**src/sebe_pkg.sv**
```systemverilog
// ----------------------------------------------------------------------------
// sebe_pkg
// shared types and constants of the sound event byte-code encoder
// ----------------------------------------------------------------------------
package sebe_pkg;

  // default widths and sizes
  localparam int GAP_WIDTH_DEF   = 11;
  localparam int QUEUE_DEPTH_DEF = 4;

  // event actions
  localparam logic [3:0] ACT_NOTE_ON    = 4'd0;
  localparam logic [3:0] ACT_NOTE_OFF   = 4'd1;
  localparam logic [3:0] ACT_SET_NOTE   = 4'd2;
  localparam logic [3:0] ACT_SET_FREQ   = 4'd3;
  localparam logic [3:0] ACT_VOLUME     = 4'd4;
  localparam logic [3:0] ACT_PAN        = 4'd5;
  localparam logic [3:0] ACT_INSTR      = 4'd6;
  localparam logic [3:0] ACT_REG        = 4'd7;
  localparam logic [3:0] ACT_FLAGS      = 4'd8;
  localparam logic [3:0] ACT_LOCK       = 4'd9;
  localparam logic [3:0] ACT_LOOP       = 4'd10;
  localparam logic [3:0] ACT_TEMPO      = 4'd11;
  localparam logic [3:0] ACT_DELAY_ONLY = 4'd12;
  localparam logic [3:0] ACT_END        = 4'd13;

  // stream byte codes
  localparam logic [7:0] BYTE_NOTE_OFF  = 8'h10;
  localparam logic [7:0] BYTE_VOLUME    = 8'h20;
  localparam logic [7:0] BYTE_SET_CH    = 8'h30;
  localparam logic [7:0] BYTE_INSTR     = 8'h40;
  localparam logic [7:0] BYTE_NOTE_HI   = 8'h80;
  localparam logic [7:0] BYTE_DLY_SHORT = 8'hD0;
  localparam logic [7:0] BYTE_LOCK      = 8'hE0;
  localparam logic [7:0] BYTE_PAN       = 8'hF0;
  localparam logic [7:0] BYTE_REG       = 8'hF8;
  localparam logic [7:0] BYTE_FLAG_SET  = 8'hFA;
  localparam logic [7:0] BYTE_FLAG_CLR  = 8'hFB;
  localparam logic [7:0] BYTE_END_LOOP  = 8'hFC;
  localparam logic [7:0] BYTE_LOOP      = 8'hFD;
  localparam logic [7:0] BYTE_DLY_LONG  = 8'hFE;
  localparam logic [7:0] BYTE_FF        = 8'hFF;

  localparam logic [7:0]  TEMPO_RESET  = 8'd128;
  localparam int          DLY_SHORT_MAX = 16;
  localparam int          DLY_RUN       = 255;
  // ceil(2^19 / 12): exact quotient by 12 for any 16-bit value
  localparam logic [15:0] RECIP_12     = 16'd43691;
  localparam int          RECIP_SHIFT  = 19;

  // command bytes of one event, sent in order b0, b1, b2
  typedef struct packed {
    logic [1:0] cnt;
    logic [7:0] b0;
    logic [7:0] b1;
    logic [7:0] b2;
  } sebe_cmd_t;

endpackage

```
**src/sebe_front.sv**
```systemverilog
// ----------------------------------------------------------------------------
// sebe_front
// takes events, scales the time gap by tempo and builds the command bytes
// ----------------------------------------------------------------------------
module sebe_front #(
  parameter int GAP_WIDTH = sebe_pkg::GAP_WIDTH_DEF
) (
  input  logic                  clk,
  input  logic                  rst_n,
  input  logic                  in_push,
  output logic                  in_full,
  input  logic [3:0]            in_action,
  input  logic [GAP_WIDTH-1:0]  in_time_gap,
  input  logic [8:0]            in_channel,
  input  logic [15:0]           in_value,
  output logic                  q_push,
  input  logic                  q_full,
  output logic [GAP_WIDTH:0]    q_delay,
  output sebe_pkg::sebe_cmd_t   q_cmd
);
  import sebe_pkg::*;

  localparam int PROD_W = GAP_WIDTH + 8;

  logic               accept;
  logic               advance;
  logic [PROD_W-1:0]  gap_prod;
  logic [31:0]        quo_prod;
  logic [7:0]         rem_sum;
  logic [3:0]         rmd;
  logic [7:0]         ch8;
  logic [7:0]         v8;
  logic               ch_le7;
  logic               ch_le10;
  sebe_cmd_t          cmd;

  logic               s1_valid_r;
  logic [3:0]         s1_action_r;
  logic [8:0]         s1_chan_r;
  logic [15:0]        s1_value_r;
  logic [PROD_W-1:0]  s1_prod_r;
  logic [3:0]         s1_quo_r;
  logic               s1_loop_r;
  logic [7:0]         tempo_r;
  logic [7:0]         tempo_nxt;
  logic               loop_r;
  logic [6:0]         rem_r;

  assign accept   = in_push & ~in_full;
  assign advance  = s1_valid_r & ~q_full;
  assign in_full  = s1_valid_r & q_full;

  // gap scaling and note quotient, both taken straight from the ports
  assign gap_prod = PROD_W'(in_time_gap) * PROD_W'(tempo_r);
  assign quo_prod = 32'(in_value) * 32'(RECIP_12);

  assign tempo_nxt = (in_value[15:8] != 8'd0) ? BYTE_FF : in_value[7:0];

  always_ff @(posedge clk) begin
    if (!rst_n) begin
      s1_valid_r <= 1'b0;
      tempo_r    <= TEMPO_RESET;
      loop_r     <= 1'b0;
      rem_r      <= 7'd0;
    end else begin
      if (accept) begin
        s1_valid_r <= 1'b1;
      end else if (advance) begin
        s1_valid_r <= 1'b0;
      end
      if (accept && in_action == ACT_TEMPO) begin
        tempo_r <= tempo_nxt;
      end
      if (accept && in_action == ACT_LOOP) begin
        loop_r <= 1'b1;
      end
      if (advance) begin
        rem_r <= rem_sum[6:0];
      end
    end
  end

  always_ff @(posedge clk) begin
    if (accept) begin
      s1_action_r <= in_action;
      s1_chan_r   <= in_channel;
      s1_value_r  <= in_value;
      s1_prod_r   <= gap_prod;
      s1_quo_r    <= quo_prod[RECIP_SHIFT+3:RECIP_SHIFT];
      s1_loop_r   <= loop_r;
    end
  end

  // delay with carried fraction
  assign rem_sum = {1'b0, rem_r} + {1'b0, s1_prod_r[6:0]};
  assign q_delay = s1_prod_r[PROD_W-1:7] + (GAP_WIDTH+1)'(rem_sum[7]);

  // note modulo 12 from low bits of quotient
  assign rmd     = s1_value_r[3:0] - ({s1_quo_r[0], 3'b000} + {s1_quo_r[1:0], 2'b00});
  assign ch8     = s1_chan_r[7:0];
  assign v8      = s1_value_r[7:0];
  assign ch_le7  = (s1_chan_r <= 9'd7);
  assign ch_le10 = (s1_chan_r <= 9'd10);

  always_comb begin
    cmd = '{cnt: 2'd0, b0: 8'd0, b1: 8'd0, b2: 8'd0};
    case (s1_action_r)
      ACT_NOTE_ON: begin
        cmd.cnt = 2'd2;
        cmd.b0  = ch8;
        if (ch_le7) begin
          cmd.b1 = {s1_quo_r[2:0], rmd, 1'b1};
        end else if (ch_le10) begin
          cmd.b1 = {v8[6:0], 1'b0};
        end else begin
          cmd.b1 = v8;
        end
      end
      ACT_NOTE_OFF: begin
        cmd.cnt = 2'd1;
        cmd.b0  = BYTE_NOTE_OFF | ch8;
      end
      ACT_SET_NOTE: begin
        cmd.cnt = 2'd2;
        cmd.b0  = BYTE_SET_CH | ch8;
        cmd.b1  = ch_le7 ? (BYTE_NOTE_HI | {1'b0, s1_quo_r[2:0], rmd})
                         : (BYTE_NOTE_HI | v8);
      end
      ACT_SET_FREQ: begin
        cmd.b0 = BYTE_SET_CH | ch8;
        if (ch_le10) begin
          cmd.cnt = 2'd3;
          cmd.b1  = s1_value_r[15:8];
          cmd.b2  = v8;
        end else begin
          cmd.cnt = 2'd2;
          cmd.b1  = v8;
        end
      end
      ACT_VOLUME: begin
        cmd.cnt = 2'd2;
        cmd.b0  = BYTE_VOLUME | ch8;
        cmd.b1  = v8;
      end
      ACT_PAN: begin
        cmd.cnt = 2'd2;
        cmd.b0  = BYTE_PAN | ch8;
        cmd.b1  = {v8[1:0], 6'd0};
      end
      ACT_INSTR: begin
        cmd.cnt = 2'd2;
        cmd.b0  = BYTE_INSTR | ch8;
        cmd.b1  = v8;
      end
      ACT_REG: begin
        cmd.cnt = 2'd3;
        cmd.b0  = BYTE_REG + {7'd0, s1_chan_r[8]};
        cmd.b1  = ch8;
        cmd.b2  = v8;
      end
      ACT_FLAGS: begin
        cmd.cnt = 2'd2;
        if (s1_chan_r != 9'd0) begin
          cmd.b0 = BYTE_FLAG_SET;
          cmd.b1 = v8;
        end else begin
          cmd.b0 = BYTE_FLAG_CLR;
          cmd.b1 = v8 ^ BYTE_FF;
        end
      end
      ACT_LOCK: begin
        cmd.cnt = 2'd1;
        cmd.b0  = BYTE_LOCK | ch8;
      end
      ACT_LOOP: begin
        cmd.cnt = 2'd1;
        cmd.b0  = BYTE_LOOP;
      end
      ACT_END: begin
        cmd.cnt = 2'd1;
        cmd.b0  = s1_loop_r ? BYTE_END_LOOP : BYTE_FF;
      end
      default: begin
        cmd.cnt = 2'd0;
      end
    endcase
  end

  assign q_push = advance;
  assign q_cmd  = cmd;

endmodule

```
**src/sebe_queue.sv**
```systemverilog
// ----------------------------------------------------------------------------
// sebe_queue
// small register queue of encoded event descriptors
// ----------------------------------------------------------------------------
module sebe_queue #(
  parameter int DEPTH = sebe_pkg::QUEUE_DEPTH_DEF,
  parameter int DW    = 8
) (
  input  logic          clk,
  input  logic          rst_n,
  input  logic          wr_en,
  input  logic [DW-1:0] wr_data,
  output logic          full,
  input  logic          rd_en,
  output logic [DW-1:0] rd_data,
  output logic          empty
);
  import sebe_pkg::*;

  localparam int PW = $clog2(DEPTH);
  localparam int CW = $clog2(DEPTH + 1);

  logic [DW-1:0] mem_r [DEPTH];
  logic [PW-1:0] wptr_r;
  logic [PW-1:0] rptr_r;
  logic [CW-1:0] cnt_r;
  logic          do_wr;
  logic          do_rd;

  assign full    = (cnt_r == CW'(DEPTH));
  assign empty   = (cnt_r == '0);
  assign do_wr   = wr_en & ~full;
  assign do_rd   = rd_en & ~empty;
  assign rd_data = mem_r[rptr_r];

  always_ff @(posedge clk) begin
    if (!rst_n) begin
      wptr_r <= '0;
      rptr_r <= '0;
      cnt_r  <= '0;
    end else begin
      if (do_wr) begin
        wptr_r <= (wptr_r == PW'(DEPTH - 1)) ? '0 : wptr_r + PW'(1);
      end
      if (do_rd) begin
        rptr_r <= (rptr_r == PW'(DEPTH - 1)) ? '0 : rptr_r + PW'(1);
      end
      if (do_wr && !do_rd) begin
        cnt_r <= cnt_r + CW'(1);
      end else if (do_rd && !do_wr) begin
        cnt_r <= cnt_r - CW'(1);
      end
    end
  end

  always_ff @(posedge clk) begin
    if (do_wr) begin
      mem_r[wptr_r] <= wr_data;
    end
  end

endmodule

```
**src/sebe_back.sv**
```systemverilog
// ----------------------------------------------------------------------------
// sebe_back
// sequences delay and command bytes of one descriptor into the output register
// ----------------------------------------------------------------------------
module sebe_back #(
  parameter int GAP_WIDTH = sebe_pkg::GAP_WIDTH_DEF
) (
  input  logic                clk,
  input  logic                rst_n,
  input  logic                q_empty,
  output logic                q_pop,
  input  logic [GAP_WIDTH:0]  q_delay,
  input  sebe_pkg::sebe_cmd_t q_cmd,
  output logic                out_empty,
  input  logic                out_pop,
  output logic [7:0]          out_byte,
  output logic                out_last
);
  import sebe_pkg::*;

  localparam int DLY_W = GAP_WIDTH + 1;

  typedef enum logic [4:0] {
    ST_IDLE  = 5'b00001,
    ST_SHORT = 5'b00010,
    ST_HI    = 5'b00100,
    ST_LO    = 5'b01000,
    ST_CMD   = 5'b10000
  } sebe_state_t;

  sebe_state_t      state_r, state_nxt;
  logic [DLY_W-1:0] dly_r, dly_nxt;
  sebe_cmd_t        cmd_r, cmd_nxt;
  logic [1:0]       idx_r, idx_nxt;
  logic             out_valid_r, out_valid_nxt;
  logic [7:0]       out_byte_r, out_byte_nxt;
  logic             out_last_r, out_last_nxt;

  logic             out_ok;
  logic             emit;
  logic [7:0]       emit_byte;
  logic             emit_last;
  logic [7:0]       cmd_sel;
  logic             no_cmd;

  assign out_ok = ~out_valid_r | out_pop;
  assign no_cmd = (cmd_r.cnt == 2'd0);

  always_comb begin
    case (idx_r)
      2'd0:    cmd_sel = cmd_r.b0;
      2'd1:    cmd_sel = cmd_r.b1;
      default: cmd_sel = cmd_r.b2;
    endcase
  end

  always_comb begin
    state_nxt = state_r;
    dly_nxt   = dly_r;
    cmd_nxt   = cmd_r;
    idx_nxt   = idx_r;
    q_pop     = 1'b0;
    emit      = 1'b0;
    emit_byte = 8'd0;
    emit_last = 1'b0;
    case (state_r)
      ST_IDLE: begin
        if (!q_empty) begin
          q_pop   = 1'b1;
          dly_nxt = q_delay;
          cmd_nxt = q_cmd;
          idx_nxt = 2'd0;
          if (q_delay == '0) begin
            state_nxt = (q_cmd.cnt == 2'd0) ? ST_IDLE : ST_CMD;
          end else if (32'(q_delay) <= 32'(DLY_SHORT_MAX)) begin
            state_nxt = ST_SHORT;
          end else begin
            state_nxt = ST_HI;
          end
        end
      end
      ST_SHORT: begin
        if (out_ok) begin
          emit      = 1'b1;
          emit_byte = BYTE_DLY_SHORT + 8'(dly_r) - 8'd1;
          emit_last = no_cmd;
          state_nxt = no_cmd ? ST_IDLE : ST_CMD;
        end
      end
      ST_HI: begin
        if (out_ok) begin
          emit      = 1'b1;
          emit_byte = BYTE_DLY_LONG;
          state_nxt = ST_LO;
        end
      end
      ST_LO: begin
        if (out_ok) begin
          emit = 1'b1;
          if (32'(dly_r) > 32'(DLY_RUN)) begin
            // full run of 255 ticks
            emit_byte = BYTE_FF;
            dly_nxt   = dly_r - DLY_W'(DLY_RUN);
            if (32'(dly_r) != 32'(DLY_RUN)) begin
              state_nxt = ST_HI;
            end else begin
              state_nxt = no_cmd ? ST_IDLE : ST_CMD;
              emit_last = no_cmd;
            end
          end else begin
            emit_byte = 8'(dly_r);
            emit_last = no_cmd;
            state_nxt = no_cmd ? ST_IDLE : ST_CMD;
          end
        end
      end
      ST_CMD: begin
        if (out_ok) begin
          emit      = 1'b1;
          emit_byte = cmd_sel;
          emit_last = (idx_r == cmd_r.cnt - 2'd1);
          idx_nxt   = idx_r + 2'd1;
          if (emit_last) begin
            state_nxt = ST_IDLE;
          end
        end
      end
      default: begin
        state_nxt = ST_IDLE;
      end
    endcase
  end

  always_comb begin
    out_valid_nxt = out_valid_r;
    out_byte_nxt  = out_byte_r;
    out_last_nxt  = out_last_r;
    if (emit) begin
      out_valid_nxt = 1'b1;
      out_byte_nxt  = emit_byte;
      out_last_nxt  = emit_last;
    end else if (out_pop) begin
      out_valid_nxt = 1'b0;
    end
  end

  always_ff @(posedge clk) begin
    if (!rst_n) begin
      state_r     <= ST_IDLE;
      out_valid_r <= 1'b0;
    end else begin
      state_r     <= state_nxt;
      out_valid_r <= out_valid_nxt;
    end
  end

  always_ff @(posedge clk) begin
    dly_r      <= dly_nxt;
    cmd_r      <= cmd_nxt;
    idx_r      <= idx_nxt;
    out_byte_r <= out_byte_nxt;
    out_last_r <= out_last_nxt;
  end

  assign out_empty = ~out_valid_r;
  assign out_byte  = out_byte_r;
  assign out_last  = out_last_r;

endmodule

```
**src/sound_event_bytecode_encoder_top.sv**
```systemverilog
// ----------------------------------------------------------------------------
// path: first byte of an event passes the front stage register, descriptor queue,
//   back end state register and output register on its way to out_byte
// back end pops a descriptor in its idle state, then emits one output byte per cycle while
//   out_pop frees the output register; front takes one per cycle unless the queue is full
// reset (rst_n low, synchronous): queue and output register empty, tempo 128, carried fraction 0, no loop seen
// ----------------------------------------------------------------------------
// sound_event_bytecode_encoder_top
// encodes time-ordered sound events into a delay and command byte stream
// ----------------------------------------------------------------------------
module sound_event_bytecode_encoder_top #(
  parameter int GAP_WIDTH   = sebe_pkg::GAP_WIDTH_DEF,
  parameter int QUEUE_DEPTH = sebe_pkg::QUEUE_DEPTH_DEF
) (
  input  logic                 clk,
  input  logic                 rst_n,
  // event input, queue style: transaction when in_push and not in_full
  input  logic                 in_push,
  output logic                 in_full,
  input  logic [3:0]           in_action,
  input  logic [GAP_WIDTH-1:0] in_time_gap,
  input  logic [8:0]           in_channel,
  input  logic [15:0]          in_value,
  // byte output, queue style: transaction when out_pop and not out_empty
  output logic                 out_empty,
  input  logic                 out_pop,
  output logic [7:0]           out_byte,
  output logic                 out_last
);
  import sebe_pkg::*;

  // descriptor carried between front and back: scaled delay plus command bytes
  localparam int DLY_W  = GAP_WIDTH + 1;
  localparam int DESC_W = DLY_W + $bits(sebe_cmd_t);

  logic              fq_push;
  logic              fq_full;
  logic [DLY_W-1:0]  fq_delay;
  sebe_cmd_t         fq_cmd;
  logic              bq_pop;
  logic              bq_empty;
  logic [DESC_W-1:0] bq_desc;

  // front: tempo scaling, fraction carry, note recoding
  sebe_front #(
    .GAP_WIDTH (GAP_WIDTH)
  ) u_front (
    .clk         (clk),
    .rst_n       (rst_n),
    .in_push     (in_push),
    .in_full     (in_full),
    .in_action   (in_action),
    .in_time_gap (in_time_gap),
    .in_channel  (in_channel),
    .in_value    (in_value),
    .q_push      (fq_push),
    .q_full      (fq_full),
    .q_delay     (fq_delay),
    .q_cmd       (fq_cmd)
  );

  // descriptor queue lets front keep taking events while bytes drain
  sebe_queue #(
    .DEPTH (QUEUE_DEPTH),
    .DW    (DESC_W)
  ) u_queue (
    .clk     (clk),
    .rst_n   (rst_n),
    .wr_en   (fq_push),
    .wr_data ({fq_delay, fq_cmd}),
    .full    (fq_full),
    .rd_en   (bq_pop),
    .rd_data (bq_desc),
    .empty   (bq_empty)
  );

  // back: one byte per cycle into the output register while out_pop keeps it free
  sebe_back #(
    .GAP_WIDTH (GAP_WIDTH)
  ) u_back (
    .clk       (clk),
    .rst_n     (rst_n),
    .q_empty   (bq_empty),
    .q_pop     (bq_pop),
    .q_delay   (bq_desc[DESC_W-1:$bits(sebe_cmd_t)]),
    .q_cmd     (sebe_cmd_t'(bq_desc[$bits(sebe_cmd_t)-1:0])),
    .out_empty (out_empty),
    .out_pop   (out_pop),
    .out_byte  (out_byte),
    .out_last  (out_last)
  );

endmodule
```
**config.mk**
```make
export PLATFORM = sky130hd
export DESIGN_NAME = sound_event_bytecode_encoder_top
export DESIGN_NICKNAME = d
export VERILOG_FILES = /design/src/sebe_pkg.sv /design/src/sebe_front.sv /design/src/sebe_queue.sv /design/src/sebe_back.sv /design/src/sound_event_bytecode_encoder_top.sv
export SDC_FILE = /design/constraint.sdc
export NUM_CORES = 1
export LEC_CHECK = 0
export BUFFER_PORTS_ARGS = -buffer_cell sky130_fd_sc_hd__clkbuf_2
export CORE_ASPECT_RATIO = 1.25
export CORE_MARGIN = 2
export CORE_UTILIZATION = 47
export DETAILED_ROUTE_END_ITERATION = 10
export PLACE_DENSITY = 0.63
export REMOVE_ABC_BUFFERS = 1
export SLEW_MARGIN = 20
export SYNTH_ARGS = -nofsm -noshare
export SYNTH_HDL_FRONTEND = slang
export SYNTH_SLANG_ARGS = --single-unit
```
**constraint.sdc**
```tcl
create_clock -name clk -period 6.4 [get_ports clk]
set_clock_uncertainty 0.15 [all_clocks]
set_input_delay 0.32 -clock clk [delete_from_list [all_inputs] [get_ports clk]]
set_output_delay 0.32 -clock clk [all_outputs]
set_load 0.02 [all_outputs]
```
# Yosys cells after proc, flatten, opt, wreduce, memory -nomap -nowiden
# Memories as Yosys holds them, arrays and structs flattened. A register that Yosys moved wholly into a read port is not among the register bits.
# Index checks and enable logic that the tools add are counted.
# totals
rom_bits	0
ram_bits	152
latch_bits	0
inputBits	44
regBits	131
out_inout_bits	11
memories	1
# mem_list
name	words	width	read_ports	rd_ports_with_merged_regs	wr	line_no	rtl
u_queue.mem_r	4	38	1	1	1	sebe_queue.sv:23	logic [DW-1:0] mem_r [DEPTH];
# op_classes
addsub	14
bitwise_logic	11
mul	2
eq_ne	31
n_lt_le_gt_ge	4
n_shift	0
n_mux	62
reduce_logical	28
div_mod_pow	0
# op_table
operator	n
$pmux 8 s11	1
$mux 8	10
$pmux 8 s7	1
$mux 5	11
$mux 12	3
$pmux 8 s2	2
$pmux 8 s4	1
$pmux 5 s5	1
$eq 4x4->1 const B	6
$pmux 12 s2	1
$mul 16x16->22 const B	1
$mul 11x8->19	1
$eq 4x3->1 const B	4
$mux 1	16
$mux 2	7
$add 12x1->12	1
$gt 12x8->1 const B	1
$le 12x5->1 const B	1
$logic_not 12->1	1
$ne 12x8->1 const B	1
$ne 2x1->1 const B	6
$sub 12x8->12 const B	1
$reduce_bool 2->1	5
$le 9x3->1 const B	1
other kinds (47)	68

# Logic depth before layout (Yosys ltp)
# Gate-level depths: netlist of the first run.
# depth
ltp_word	8
ltp_mapped	18

# Cells and area by module
# A second synthesis of the first run with hierarchy kept.
# hier_totals
hier_cells	1548
hier_area_um2	18595.3
# by_module_without_submodules
mod	area_per_inst_um2	seq_area_each_um2	instances	cells_per_inst
sebe_front	9778.1	1901.8	1	1035
sebe_queue	5978.2	4744.6	1	249
sebe_back	2839.0	1591.5	1	264

# Least setup slack after synthesis of the first run
# OpenSTA, ideal clock, no wires.
# synth_timing
path_kind	input -> register
from	in in_value[2]
to	reg u_front.s1_quo_r[2] (data pin)
setup_ns	0.260
cell_stages	17
path_buffers	0
slack_ns	1.360
arrival_time_ns	4.630
cell_sequence	ha_1 xor2_1 ha_1 or2_2 fa_1 fa_1 fa_1 inv_1 fa_1 inv_1 ha_1 a21oi_1 inv_1 a221o_1 a21o_1 a21oi_1 xnor2_1
# synth_between
elab_chain_len	1
# synth_lines
element	line_no	rtl
from (decl)	sound_event_bytecode_encoder_top.sv:23	input logic [15:0] in_value,
$mul 16x16->22	sebe_front.sv:55	assign quo_prod = 32'(in_value) * 32'(RECIP_12);
net u_front.quo_prod[21]	sebe_front.sv:28	logic [31:0] quo_prod;
to (signal assigned)	sebe_front.sv:89	s1_quo_r <= quo_prod[RECIP_SHIFT+3:RECIP_SHIFT];
to (decl)	sebe_front.sv:42	logic [3:0] s1_quo_r;
# The timed path passes the listed nets, and every way through them passes these cells.
# A chain may end at the register's enable or synchronous reset.

# Worst setup path after layout of the first run
# layout_timing
from	in in_value[4]
to	reg u_front.s1_quo_r[2] (data pin)
# The elaborated chain is that of the path after synthesis.

==> PnR_summary.wiki, run 1 <==
{| class="wikitable"
! Metric !! Value
|-
| Maximum VDD drop || 206 uV
|-
| Commonest non-fill, non-tap cell in the layout || sky130_fd_sc_hd__edfxtp_1
|-
| Reg-to-reg slack, setup || 1340 ps
|-
| Number of distinct library cell variants in the gate-level netlist after synthesis || 69
|-
| Drc violations || 0
|-
| CTS H-tree depth || 1
|-
| RSZ-0062 raised after global routing || no
|-
| Number of buffers inserted by post-CTS setup repair || 0
|-
| LEAKAGE || 8.43 nW
|-
| Most common cell on crit path || sky130_fd_sc_hd__fa_1
|-
| Worst hold slack || 33.5 ps
|-
| Required time of the worst setup path || 6550 ps
|-
| Wire length per cell || 17.9 um
|-
| Setup TNS || 0 ps
|-
| FMAX || 183 MHz
|-
| Count of endpoints failing hold in the final timing report || 0
|-
| Peak per-stage delay on the critical path || 540 ps
|-
| Die width || 181 um
|-
| Met3 routing resource usage after global routing || 1.68%
|-
| Reg-to-reg endpoint || u_front.s1_prod_r[18]
|-
| Area of the mapped netlist || 18,400 um2
|-
| Number of buffers inserted during clock tree synthesis || 29
|-
| Met1 Usage GRT || 24.6%
|-
| Parity-gate share of the synthesized area counting xor and xnor cells || 3.19%
|-
| Cell Pwr Density || 325 nW/um2
|-
| Beginning of the worst hold path || in_value[1]
|-
| Worst setup path endpoint || u_front.s1_quo_r[2]
|-
| Proportion of synthesized chip area in sequential cells || 44.8%
|-
| Number of clock sinks || 285
|-
| First-pass GRT wire length || 62,000 um
|-
| Synthesis Warnings || 0
|-
| Largest net degree at the start of global routing || 54
|-
| Tcrit/Tclk final || 85.4%
|-
| Insertion delay to the later sink of the worst-skew pair || 540 ps
|-
| Starting Density || 47.9%
|-
| Placed wire-length estimate after detailed placement || 28,400 um
|-
| Type of the worst min-delay path || in2reg
|-
| Number of buffers added on ports || 54
|-
| Routability Congestion || 0.920
|-
| Final core utilization || 52.9%
|-
| Combined area of the multi-input logic cells || 9070 um2
|-
| Result of the run || completed
|-
| Total number of nets in the final design || 1,923
|-
| I/O Pins || 55
|-
| Arr. time, crit path || 5610 ps
|-
| Post-synthesis average cell area || 11.9 um2
|-
| Commonest cells after routing, fill and taps aside || 253 x sky130_fd_sc_hd__edfxtp_1, 233 x sky130_fd_sc_hd__inv_1, 148 x sky130_fd_sc_hd__ha_1, 140 x sky130_fd_sc_hd__nand2_1, 117 x sky130_fd_sc_hd__fa_1
|-
| Largest family of logic cells by synthesized area || adder cells
|-
| Proportion of synthesized area in mux cells || 5.29%
|-
| Sequence of cells on the critical path || dlygate4sd3_1 -> clkbuf_2 -> ha_1 -> xor2_1 -> ha_1 -> or2_2 -> fa_1 -> fa_1 -> fa_1 -> inv_1 -> fa_1 -> inv_1 -> ha_1 -> a21oi_1 -> inv_1 -> a221o_1 -> a21o_1 -> a21oi_1 -> xnor2_1
|-
| Fin crit period || 5470 ps
|-
| Maximum net fanout on the critical path || 9
|-
| Root buf cell || sky130_fd_sc_hd__clkbuf_16
|-
| Die boundary height || 225 um
|-
| First DRT Iteration DRCs || 589
|-
| Sum of overflow across all layers after global routing || 0
|-
| Routed vias/inst || 5.36
|-
| Measured slew at the worst slew-check pin || 1030 ps
|-
| Maximum count of clock buffers along a single path || 3
|-
| Number of storage elements in the synthesis netlist || 285
|-
| Count of mapped cells out of synthesis || 1,540
|-
| Critical path start-end classification || in2reg
|-
| Worst relative slew slack || 31.2%
|-
| Routed wire length || 38,000 um
|-
| Total Routing Usage GR || 19.2%
|-
| Fraction of met2 tracks used by global routing || 35.1%
|-
| Vias in the first global route || 11,861
|-
| Kind of end point of the critical path || flop
|-
| Num rows || 80
|-
| Critical-path top delay cell || sky130_fd_sc_hd__dlygate4sd3_1
|-
| Final count of negative-setup-slack endpoints || 0
|-
| Area taken by flip-flops and latches || 8240 um2
|-
| Area of the die || 40,700 um2
|-
| Worst setup SP type || primary input
|-
| Origin of the critical flop-to-flop path || u_front.tempo_r[4]
|-
| FFs w/ async S/R, synth || 0%
|-
| Core Box Area || 38,300 um2
|-
| CTS tree || built
|-
| Length in cells of the worst reg-to-reg path || 15
|-
| Number of nets with antenna violations after routing || 0
|-
| Simple logic cell fraction of the synthesized area || 10.1%
|-
| Post-synthesis share of cell area spent on full adders, half adders and majority gates || 22.8%
|-
| Area added between synthesis and finish || 10.4%
|-
| FILL cells || 3,352
|-
| CTS clk-pin slew, worst paths || 60 ps
|-
| Maximum capacitance violations || 0
|-
| Length of the first detailed-routing pass in iterations || 5
|-
| Initial antenna violation count || 0
|-
| Final max-slew violation count || 0
|-
| Critical Path Start || in_value[4]
|-
| Post-synth EDFFs || 253
|-
| Routed via count || 11,406
|-
| Sum of internal, switching and leakage power || 0.00659 W
|-
| Busiest layer in global routing || met2
|-
| Most used flip-flop cell after synthesis || sky130_fd_sc_hd__edfxtp_1
|-
| Post-synthesis compound-gate area fraction || 7.87%
|-
| Share of cells above drive strength 1 || 9.55%
|}
[Yosys cell counts (28+ instances only)]
cell	n	area share, %
sky130_fd_sc_hd__ha_1	148	10
sky130_fd_sc_hd__and2_1	64	2.2
sky130_fd_sc_hd__o21ai_0	39	1.1
sky130_fd_sc_hd__a21oi_1	61	1.7
sky130_fd_sc_hd__edfxtp_1	253	41
sky130_fd_sc_hd__fa_1	117	13
sky130_fd_sc_hd__dfxtp_1	32	3.5
sky130_fd_sc_hd__xor2_1	28	1.3
sky130_fd_sc_hd__inv_1	234	4.8
sky130_fd_sc_hd__nand2_1	140	2.9
sky130_fd_sc_hd__mux4_2	34	4.2
sky130_fd_sc_hd__nor2_1	50	1.0
sky130_fd_sc_hd__xnor2_1	39	1.9
sky130_fd_sc_hd__clkbuf_1	39	0.80
[flip-flops by register name, summed over array words and instances (netlist names), named ones only]
signal,cells
u_queue.mem_r,152
u_back.cmd_r,26
u_front.s1_prod_r,19
u_front.s1_value_r,16
u_back.dly_r,12
u_front.s1_chan_r,9
u_back.out_byte,8
u_front.tempo_r,8
u_front.rem_r,7
u_back.state_r,5
u_front.s1_action_r,4
u_front.s1_quo_r,3
u_queue.cnt_r,3
u_back.idx_r,2
u_queue.rptr_r,2
u_queue.wptr_r,2
u_back.out_last,1
u_back.out_valid_r,1
u_front.loop_r,1
u_front.s1_loop_r,1
u_front.s1_valid_r,1
[worst max-delay path: cells and delay by family]
family / cells / cell delay [ps]
xor+xnor: 2 / 240
buf+inv: 5 / 890
compound gates: 4 / 850
simple gates: 1 / 300
fa+ha+maj: 7 / 2980
[cell type report]
type	count	area share [%]
clock buffers	38	3.75
multi-input cells	970	44.7
diodes	1	0.0123
clock inverters	13	0.383
well taps	492	3.04
flip-flops and latches	285	40.6
inverters	235	4.35
repair buffers	93	3.13
[report_power, final]
part	switching [W]	total, W	internal, W	leakage (nW)
sequential	0.000193	0.00263	0.00244	2.63
clock	0.000676	0.00151	0.000835	0.406
combinational	0.00138	0.00245	0.00107	5.39
total	0.00225	0.00659	0.00434	8.43
[logic make-up after synthesis]
kind of cell / after synthesis
AOI/OAI and AO/OA: 218
xor gates and xnor gates: 67
adders and majority gates: 265
buffers and inverters: 285
DFF: 285
muxes: 48
and+or+nand+nor: 372
[metrics by stage]
step | setup WS [ps] | instance area (um2) | instances
floorplan | 1360 | 18200 | 1490
global placement | 958 | 19100 | 2046
detailed placement | 937 | 19100 | 2046
CTS | 981 | 20300 | 2126
global route | 656 | 20300 | 2126
finish | 932 | 20300 | 2127
[worst min path at each step]
stage                                  to  cells past startpoint
floorplan              u_front.tempo_r[7]                      1
global placement        u_front.s1_loop_r                      0
detailed placement      u_front.s1_loop_r                      0
CTS                 u_front.s1_value_r[1]                      1
global route        u_front.s1_value_r[1]                      1
finish              u_front.s1_value_r[1]                      1
[what timing repair did]
item	in CTS	in global routing
gates resized for setup	0	0
hold buffers	29	0
hold endpoints to repair	30	0
[per-layer routing]
layer	wire length, um	share of wire (%)	vias up
li1	-	-	5499
met1	16500	43	5664
met2	19800	52	201
met3	1080	2.8	42
met4	671	1.8	0
met5	0	0	-
Note: power is estimated with default switching activity, not from simulation.
==> run 2: changes to the inputs <==
--- a/config.mk
+++ b/config.mk
@@ -5,6 +5,7 @@
 export SDC_FILE = /design/constraint.sdc
 export NUM_CORES = 1
 export LEC_CHECK = 0
+export ABC_AREA = 1
 export BUFFER_PORTS_ARGS = -buffer_cell sky130_fd_sc_hd__clkbuf_2
 export CORE_ASPECT_RATIO = 1.25
 export CORE_MARGIN = 2
==> run 2 against run 1 <==
  * Combinational power rose by 34%
  * Fmax rose by 2.5%
  * Synthesized area grew 2.7%
  * Sequential power increased by 2%
  * Flip-flop and latch count is the same
  * Cell count up 21%
  * Highest routed layer unchanged
  * Non-clock buffer count unchanged
  * Die area rose by 2.6%
  * Critical endpoint unchanged
==> PnR_summary.wiki, run 2 <==
{| class="wikitable"
! Metric !! Value
|-
| Critical Path Start || in_value[1]
|-
| CTS tree || built
|-
| Sum of overflow across all layers after global routing || 0
|-
| Logic gate share of total power || 43.3%
|-
| Measured slew at the worst slew-check pin || 853 ps
|-
| CTS clk-pin slew, worst paths || 60 ps
|-
| Sum of internal, switching and leakage power || 0.00759 W
|-
| Instance area at placement || 19,600 um2
|-
| Number of standard cells in the layout, taps in and fillers out || 2,571
|-
| Type of the worst min-delay path || in2reg
|-
| Starting Density || 47.4%
|-
| Clk network pwr share || 21.4%
|-
| Cell Pwr Density || 364 nW/um2
|-
| Worst relative slew slack || 42.9%
|-
| Proportion of synthesized chip area in sequential cells || 43.7%
|-
| RSZ-0062 raised after global routing || no
|-
| Post-cts repair resize count || 0
|-
| Largest net degree at the start of global routing || 78
|-
| Commonest cells post-synth || 389 x sky130_fd_sc_hd__inv_1, 365 x sky130_fd_sc_hd__nand2_1, 253 x sky130_fd_sc_hd__edfxtp_1, 148 x sky130_fd_sc_hd__ha_1, 141 x sky130_fd_sc_hd__nor2_1
|-
| FMAX || 187 MHz
|-
| Post-synthesis average cell area || 9.53 um2
|-
| Number of distinct library cell variants in the gate-level netlist after synthesis || 41
|-
| First-pass GRT wire length || 69,800 um
|-
| Number of buffers inserted by post-CTS setup repair || 0
|-
| Placed Cells incl. Taps || 2,489
|-
| Top-area cell type share of the netlist area || 40.3%
|-
| Maximum net fanout on the critical path || 9
|-
| Number of hold buffers added after cts || 29
|-
| Fin crit period || 5340 ps
|-
| Top reg by flops || u_queue.mem_r
|-
| Number of buffers inserted during clock tree synthesis || 29
|-
| FFs w/ async S/R, synth || 0%
|-
| Worst setup SP type || primary input
|-
| Area of the die || 41,800 um2
|-
| Arr. time, crit path || 5500 ps
|-
| Net switching fraction of the power || 39.6%
|-
| Commonest non-fill, non-tap cell in the layout || sky130_fd_sc_hd__inv_1
|-
| Number of buffers added on ports || 54
|-
| Die width || 183 um
|-
| Maximum count of clock buffers along a single path || 3
|-
| Count leader, synth || sky130_fd_sc_hd__inv_1
|-
| Placed wire-length estimate after detailed placement || 32,400 um
|-
| Setup TNS || 0 ps
|-
| Routed vias/inst || 5.20
|-
| Area of the mapped netlist || 18,900 um2
|-
| Final count of negative-setup-slack endpoints || 0
|-
| FILL cells || 3,612
|-
| Number of flip-flops under the largest register name || 152
|-
| Kind of end point of the critical path || flop
|-
| Power share of the sequential group || 35.3%
|-
| Root buf cell || sky130_fd_sc_hd__clkbuf_16
|-
| Most used flip-flop cell after synthesis || sky130_fd_sc_hd__edfxtp_1
|-
| Vias in the first global route || 13,510
|-
| Final Instance Area || 20,800 um2
|-
| Num rows || 82
|-
| LEAKAGE || 9.53 nW
|-
| Drc violations || 0
|-
| Count of mapped cells out of synthesis || 1,979
|-
| Total Routing Usage GR || 21.1%
|-
| Commonest cells after routing, fill and taps aside || 388 x sky130_fd_sc_hd__inv_1, 365 x sky130_fd_sc_hd__nand2_1, 253 x sky130_fd_sc_hd__edfxtp_1, 148 x sky130_fd_sc_hd__ha_1, 136 x sky130_fd_sc_hd__nor2_1
|-
| Routed wire length || 43,000 um
|-
| Routed via count || 13,371
|-
| CTS H-tree depth || 1
|-
| Final core utilization || 52.4%
|-
| Maximum VDD drop || 251 uV
|-
| Maximum capacitance violations || 0
|-
| Cell type with the largest total area after synthesis || sky130_fd_sc_hd__edfxtp_1
|-
| Tcrit/Tclk final || 83.4%
|-
| Area taken by flip-flops and latches || 8240 um2
|-
| Critical path start-end classification || in2reg
|-
| Beginning of the worst hold path || in_value[10]
|-
| Number of nets with antenna violations after routing || 0
|-
| Share of cells above drive strength 1 || 6.10%
|-
| Insertion delay to the later sink of the worst-skew pair || 560 ps
|-
| Total number of nets in the final design || 2,354
|-
| Wire length per cell || 16.7 um
|-
| Required time of the worst setup path || 6560 ps
|-
| Core Box Area || 39,800 um2
|-
| Number of clock sinks || 285
|-
| Count of endpoints failing hold in the final timing report || 0
|-
| Post-synth EDFFs || 253
|-
| Final max-slew violation count || 0
|-
| Result of the run || completed
|-
| Number of storage elements in the synthesis netlist || 285
|-
| Die boundary height || 228 um
|-
| Net Switching || 0.00301 W
|-
| Internal power component || 0.00458 W
|-
| Antenna cells || 0
|-
| Initial antenna violation count || 0
|-
| Registers with the highest flip-flop counts || u_queue.mem_r: 152 flops, u_back.cmd_r: 26 flops, u_front.s1_prod_r: 19 flops
|-
| Synthesis Warnings || 0
|-
| I/O Pins || 55
|-
| Combined area of the multi-input logic cells || 8950 um2
|-
| Length of the first detailed-routing pass in iterations || 5
|-
| Area added between synthesis and finish || 10.5%
|-
| Origin of the critical flop-to-flop path || u_front.tempo_r[6]
|-
| Routability Congestion || 0.872
|-
| Largest cells by area after synthesis || sky130_fd_sc_hd__edfxtp_1 40%, sky130_fd_sc_hd__fa_1 12%, sky130_fd_sc_hd__ha_1 9.8%, sky130_fd_sc_hd__inv_1 7.7%, sky130_fd_sc_hd__nand2_1 7.3%
|-
| First DRT Iteration DRCs || 752
|}
run 2: cell types whose count changed in the layout (fill, tap and decap cells not counted), sizes merged, moves of 19 or more:
| cell | before | now |
|---|---|---|
| nand2 | 141 | 365 |
| inv | 235 | 395 |
| nor2 | 50 | 144 |
| o21ai | 39 | 125 |
| and2 | 64 | 0 |
| nand3 | 20 | 79 |
| mux4 | 38 | 0 |
| o22ai | 6 | 30 |
| nor2b | 20 | 0 |
| xnor2 | 39 | 20 |
run 2: cells by family (layout without fill, tap and decap cells):
logic type / Yosys count / after routing / synth area share (%)
compound gates: 277 / 277 / 8.24
xor+xnor: 61 / 61 / 2.83
flops: 285 / 285 / 43.7
simple gates: 639 / 639 / 13.9
fa+ha+maj: 265 / 265 / 22.2
buf+inv: 452 / 540 / 9.11
run 2: critical path: stages:
cell and delay (ps):
sky130_fd_sc_hd__dlygate4sd3_1 540, sky130_fd_sc_hd__clkbuf_2 200, sky130_fd_sc_hd__ha_1 380, sky130_fd_sc_hd__xor2_1 340
sky130_fd_sc_hd__ha_1 340, sky130_fd_sc_hd__fa_1 530, sky130_fd_sc_hd__fa_1 520, sky130_fd_sc_hd__fa_1 560
sky130_fd_sc_hd__inv_1 60, sky130_fd_sc_hd__fa_1 540, sky130_fd_sc_hd__inv_1 40, sky130_fd_sc_hd__ha_1 320
sky130_fd_sc_hd__a21oi_1 180, sky130_fd_sc_hd__o21ai_0 110, sky130_fd_sc_hd__a211oi_1 250, sky130_fd_sc_hd__nand3_1 120
sky130_fd_sc_hd__nand2_1 90, sky130_fd_sc_hd__nand2_1 50
run 2: routing by layer:
metal	vias up	GRT usage, %	wire, um
met3	68	2.08	1710
met5	-	0	0
met1	6409	26.2	18000
met4	0	7.25	1350
met2	314	38.2	21900
li1	6580	-	-
run 2: metrics by stage:
stage	worst slack, ps	hold slack (ps)
after floorplan	1570	259
after global placement	1100	275
after detailed placement	1020	290
after CTS	1070	11.9
after global routing	781	32.5
final	1060	20.2
run 2: final cells by class:
cell class              count  area share, %
inverters                 394           7.10
flip-flops and latches    285           39.5
clock inverters            16          0.720
multi-input cells        1242           42.9
well taps                 504           3.03
clock buffers              37           3.63
repair buffers             93           3.05
run 2: power groups by stage:
| stage | combinational, W | sequential [W] | clock, W |
|---|---|---|---|
| 2_1_floorplan | 0.00233 | 0.00270 | 0 |
| 3_5_place_dp | 0.00329 | 0.00272 | 0 |
| 3_3_place_gp | 0.00322 | 0.00272 | 0 |
| 5_1_grt | 0.00380 | 0.00272 | 0.00173 |
| 4_1_cts | 0.00333 | 0.00269 | 0.00166 |
| 6_report | 0.00329 | 0.00268 | 0.00162 |
run 2: final timing paths:
check	end	slack, ps	cells past startpoint
min reg2reg	u_front.s1_loop_r	290	0
max reg2reg	u_front.s1_prod_r[13]	1560	16
max	u_front.s1_quo_r[2]	1060	18
min	u_front.s1_value_r[10]	20	1
